$ cat src/design/tcw_pkg.sv
// Package for the text console writer: payload structs, operation and register codes,
// the command passed from the front end to the back end, and default geometry.
// No dependencies.
`default_nettype none

package tcw_pkg;

  localparam int DEF_COLUMNS = 80;
  localparam int DEF_ROWS    = 25;

  localparam int CMD_QUEUE_DEPTH = 2;
  localparam int CMD_QUEUE_AW    = $clog2(CMD_QUEUE_DEPTH);

  localparam logic [7:0] NEWLINE_CODE = 8'd10;

  localparam logic [1:0] OP_PUT   = 2'd0;
  localparam logic [1:0] OP_READ  = 2'd1;
  localparam logic [1:0] OP_CLEAR = 2'd2;

  localparam logic REG_BACKGROUND = 1'b0;
  localparam logic REG_FOREGROUND = 1'b1;

  localparam logic [3:0] BACKGROUND_RESET = 4'd0;
  localparam logic [3:0] FOREGROUND_RESET = 4'd7;

  typedef struct packed {
    logic [1:0] operation;
    logic [7:0] char_code;
    logic [4:0] cell_row;
    logic [6:0] cell_col;
  } in_item_t;

  typedef struct packed {
    logic [15:0] cell_value;
    logic [4:0]  cursor_row;
    logic [6:0]  cursor_col;
  } out_item_t;

  typedef enum logic [2:0] {
    CMD_PUT     = 3'd0,
    CMD_NEWLINE = 3'd1,
    CMD_READ    = 3'd2,
    CMD_CLEAR   = 3'd3,
    CMD_NOP     = 3'd4
  } cmd_kind_t;

  typedef struct packed {
    cmd_kind_t  kind;
    logic [7:0] attr;
    logic [7:0] char_code;
    logic [4:0] cell_row;
    logic [6:0] cell_col;
    logic       in_range;
  } cmd_t;

endpackage

`default_nettype wire

$ cat src/design/tcw_front.sv
// Front end of the text console writer: colour registers, request decoding
// and a short command queue towards the back end. Depends on tcw_pkg.
`default_nettype none

module tcw_front import tcw_pkg::*; #(
  parameter int COLUMNS = DEF_COLUMNS,
  parameter int ROWS    = DEF_ROWS
) (
  input  wire logic     clk,
  input  wire logic     rst_n,
  input  wire logic     push,
  output logic          full,
  input  wire in_item_t in_data,
  input  wire logic     cfg_we,
  input  wire logic     cfg_index,
  input  wire logic [3:0] cfg_data,
  output logic          cmd_valid,
  output cmd_t          cmd,
  input  wire logic     cmd_pop
);

  logic [3:0] background_r;
  logic [3:0] foreground_r;

  cmd_t                    queue_r [CMD_QUEUE_DEPTH];
  logic [CMD_QUEUE_AW-1:0] wr_ptr_r, wr_ptr_nxt;
  logic [CMD_QUEUE_AW-1:0] rd_ptr_r, rd_ptr_nxt;
  logic [CMD_QUEUE_AW:0]   count_r, count_nxt;

  cmd_t classified;
  logic accept;
  logic take;

  always_ff @(posedge clk) begin
    if (!rst_n) begin
      background_r <= BACKGROUND_RESET;
      foreground_r <= FOREGROUND_RESET;
    end else if (cfg_we) begin
      if (cfg_index == REG_BACKGROUND) begin
        background_r <= cfg_data;
      end else begin
        foreground_r <= cfg_data;
      end
    end
  end

  // The read range check and the cell attribute are settled here, so the
  // back end only has to act on the command kind.
  always_comb begin
    classified.attr      = {background_r, foreground_r};
    classified.char_code = in_data.char_code;
    classified.cell_row  = in_data.cell_row;
    classified.cell_col  = in_data.cell_col;
    classified.in_range  = (32'(in_data.cell_row) < ROWS) &&
                           (32'(in_data.cell_col) < COLUMNS);
    case (in_data.operation)
      OP_PUT: begin
        classified.kind = (in_data.char_code == NEWLINE_CODE) ? CMD_NEWLINE : CMD_PUT;
      end
      OP_READ:  classified.kind = CMD_READ;
      OP_CLEAR: classified.kind = CMD_CLEAR;
      default:  classified.kind = CMD_NOP;
    endcase
  end

  assign full      = (count_r == (CMD_QUEUE_AW+1)'(CMD_QUEUE_DEPTH));
  assign cmd_valid = (count_r != '0);
  assign cmd       = queue_r[rd_ptr_r];
  assign accept    = push && !full;
  assign take      = cmd_pop && cmd_valid;

  always_comb begin
    wr_ptr_nxt = wr_ptr_r;
    rd_ptr_nxt = rd_ptr_r;
    count_nxt  = count_r;
    if (accept) begin
      wr_ptr_nxt = wr_ptr_r + 1'b1;
    end
    if (take) begin
      rd_ptr_nxt = rd_ptr_r + 1'b1;
    end
    if (accept && !take) begin
      count_nxt = count_r + 1'b1;
    end else if (take && !accept) begin
      count_nxt = count_r - 1'b1;
    end
  end

  always_ff @(posedge clk) begin
    if (!rst_n) begin
      wr_ptr_r <= '0;
      rd_ptr_r <= '0;
      count_r  <= '0;
    end else begin
      wr_ptr_r <= wr_ptr_nxt;
      rd_ptr_r <= rd_ptr_nxt;
      count_r  <= count_nxt;
    end
  end

  always_ff @(posedge clk) begin
    if (accept) begin
      queue_r[wr_ptr_r] <= classified;
    end
  end

endmodule

`default_nettype wire

$ cat config.mk
export PLATFORM = sky130hd
export DESIGN_NAME = tcw_front
export DESIGN_NICKNAME = d
export VERILOG_FILES = /design/src/design/tcw_pkg.sv /design/src/design/tcw_front.sv
export SDC_FILE = /design/constraint.sdc
export NUM_CORES = 1
export LEC_CHECK = 0
export ABC_AREA = 1
export BUFFER_PORTS_ARGS = -buffer_cell sky130_fd_sc_hd__buf_2
export CORE_ASPECT_RATIO = 1.4
export CORE_MARGIN = 5
export CORE_UTILIZATION = 40
export DETAILED_ROUTE_END_ITERATION = 16
export PLACE_DENSITY = 0.72
export SLEW_MARGIN = 5
export SYNTH_ARGS = -nofsm -noshare
export SYNTH_HDL_FRONTEND = slang
export SYNTH_SLANG_ARGS = --single-unit
$ cat constraint.sdc
create_clock -name clk -period 3.6 [get_ports clk]
set_clock_uncertainty 0.1 [all_clocks]
set_input_delay 0.9 -clock clk [delete_from_list [all_inputs] [get_ports clk]]
set_output_delay 0.9 -clock clk [all_outputs]
set_load 0.03 [all_outputs]
==> impl_metrics.py <==
metrics = {
    "outcome": {
        "status": "completed",
    },
    "synthesis": {
        "ys_warn_count": 0,
        "yosysSeqAreaShare": 0.705,
        "ys_ff_latch": 77,
        "yosys.area_share.simple": 0.0651,
        "synth_top_area_cell": "edfxtp_1",
        "syn_nets": 229,
        "syn_inst": 194,
        "synth_top_family_by_area": "multiplexers",
        "avgSynthCellArea_sq_um": 16.0,
        "yosysTopAreaCellShare": 0.621,
        "synth_xor_area_frac": 0,
        "yosys.area_share.adder": 0.0121,
        "synth_area_leaders": "edfxtp_1, mux2_4, dfxtp_1",
        "syn_area_sq_um": 3100,
        "yosys-mux-area-fraction": 0.153,
        "synth-compound-area-share": 0.0222,
        "synthDistinctLibCells": 20,
    },
    "sta": {
        "post-route-min-period_ns": 2.77,
        "hold_viol_final": 0,
        "fmax_mhz": 361,
        "slew_headroom": 0.350,
        "fin_setup_tns_ns": 0,
        "setup_viol": 0,
        "finalMaxSlewViolations": 0,
        "grt_setup_unrepaired": "no",
        "fin_crit_sh": 0.769,
        "tightest_slew_ns": 0.973,
    },
    "setup_path": {
        "cp-end-kind": "output pin",
        "timing.rr.start": "count_r[0]$_SDFFE_PN0P_",
        "critPathTopFamily": "flip-flops",
        "crit_fanout": 20,
        "crit_arrival_ns": 1.77,
        "ff2ff_setup_slack_ns": 1.75,
        "critPathKind": "reg -> out",
        "cp_slowest_stage_delay_ns": 0.63,
        "cp_cell_sequence": "buf_12 > mux2_2 > buf_2",
        "rr_worst_depth": 2,
        "worst-path-buf-inv": 2,
        "slowest_stage": "dfxtp_2",
        "timing.rr.end": "queue_r[1][11]$_DFFE_PP_",
        "critPathLaunchType": "register",
        "required_ns": 2.60,
    },
    "cts": {
        "hold_buffers": 0,
        "clockBufferDepth": 2,
        "cts-resized-gates": 0,
        "htree_levels": 3,
        "clkLatencyLatePin_ns": 0.34,
        "numClockSinks": 77,
        "clk_pin_slew_ns": 0.08,
        "cts_buffers": 9,
        "cts-root-buf": "clkbuf_8",
        "cts_tree": "done",
        "cts_setup_buffers": 0,
    },
    "place": {
        "place_area_sq_um": 3510,
        "io_buffers": 65,
        "dp_cells": 355,
        "gp_congestion": 0.742,
        "hpwl_um": 3540,
    },
    "finish": {
        "fin_util": 0.484,
        "drive_above_1_share": 0.432,
        "layoutNonFillerInstCount": 371,
        "nNetsFinal": 301,
        "final_cell_mix": "buf_2, edfxtp_1, mux2_4",
        "postLayoutCellArea_sq_um": 3710,
        "syn_to_final_growth_pct": 19.8,
        "antennaDiodeCount": 0,
        "layout_commonest_cell": "buf_2",
    },
    "hold_path": {
        "hold_class": "reg -> reg",
        "hold_depth": 0,
        "hp-start": "background_r[1]$_SDFFE_PN0P_",
        "holdPathEnd": "queue_r[0][26]$_DFFE_PP_",
    },
    "route": {
        "vias_per_cell": 4.52,
        "wirelength_um": 5100,
        "drc": 0,
        "wl_per_cell_um": 13.8,
        "drtIter0Drc": 48,
        "drtPass1Iterations": 4,
        "vias": 1678,
        "antenna_left": 0,
    },
    "floorplan": {
        "die_y_um": 114,
        "rows": 38,
        "dieArea_sq_um": 9620,
        "core_area_sq_um": 7650,
        "initial_core_util": 0.404,
        "die_w_um": 84.3,
        "io_pins": 66,
    },
    "power": {
        "power.leakage_nw": 1.51,
        "powerDensity_nw_per_um2": 702,
        "vdd_ir_drop_max_v": 0.000385,
    },
    "grt": {
        "grt_pass1_wl_um": 8220,
        "track_usage": 0.113,
        "overflow": 0,
        "grt_pass1_vias": 1727,
        "grt_antenna_before_repair": 0,
        "grt_max_degree": 33,
    },
    "job": {
        "maxCapViolations": 0,
    },
}
==> how the worst max path moves through the flow <==
stage,slack (ns),startpoint,depth (start not counted),end
6_report,0.83,register,3,cmd[17]
5_1_grt,0.72,register,3,cmd[17]
4_1_cts,0.80,register,3,cmd[17]
3_5_place_dp,1.18,register,3,cmd[17]
3_3_place_gp,1.21,register,3,cmd[17]
2_1_floorplan,0.76,push,2,queue_r[1][0]$_DFFE_PP_
==> cell type report <==
type                            count  area (sq um)
Fill cell                         661          3950
Sequential cell                    77          2180
Multi-Input combinational cell     97           796
Timing Repair Buffer               66           345
Clock buffer                       13           160
Tap cell                          100           125
Inverter                           15          56.3
Clock inverter                      3          42.5
==> per-layer routing <==
layer | up-vias | global-route usage | part of all wire | routed length (um)
met5 | - | 0 | 0 | 0
met4 | 0 | 0.0475 | 0.016 | 80
met3 | 8 | 0.0562 | 0.073 | 372
met2 | 43 | 0.200 | 0.54 | 2730
met1 | 795 | 0.112 | 0.38 | 1920
li1 | 832 | - | - | -
==> power by group <==
part           total, mW  internal, mW  switching [mW]
Clock              0.652         0.362           0.289
Combinational      0.773         0.301           0.472
Sequential          1.18          1.11          0.0653
==> cell families (layout without fill, tap and decap cells) <==
logic type / after synthesis / count (layout)
fa+ha+maj: 3 / 3
simple gates: 50 / 50
compound gates: 12 / 12
mux: 32 / 32
flops: 77 / 77
buf+inv: 20 / 97
==> flip-flops by register name (all words and copies together) (netlist names), named ones only <==
| signal | flops |
|---|---|
| wr_ptr_r | 1 |
| rd_ptr_r | 1 |
| foreground_r | 4 |
| count_r | 2 |
| queue_r | 64 |
| background_r | 4 |
==> cell usage after synthesis <==
cell type	instances
inv_2	1
o21ai_0	8
nor3_1	2
mux2_4	30
nand3_1	5
or2_2	1
edfxtp_1	64
o21a_1	2
buf_6	1
a21oi_1	1
nor2_1	22
nand4_1	1
ha_1	3
nand2_1	19
o21ai_2	1
mux2_2	2
dfxtp_1	13
inv_1	14
buf_2	1
buf_12	3
==> stage by stage <==
stage / setup slack [ns] / hold WS (ns) / power, mW
after global placement: 1.21 / 0.334 / 1.97
after floorplan: 0.757 / 0.320 / 1.82
after global routing: 0.723 / 0.367 / 2.73
after detailed placement: 1.18 / 0.338 / 1.99
final: 0.833 / 0.359 / 2.60
after CTS: 0.799 / 0.357 / 2.63
(Power assumes the default switching activity.)
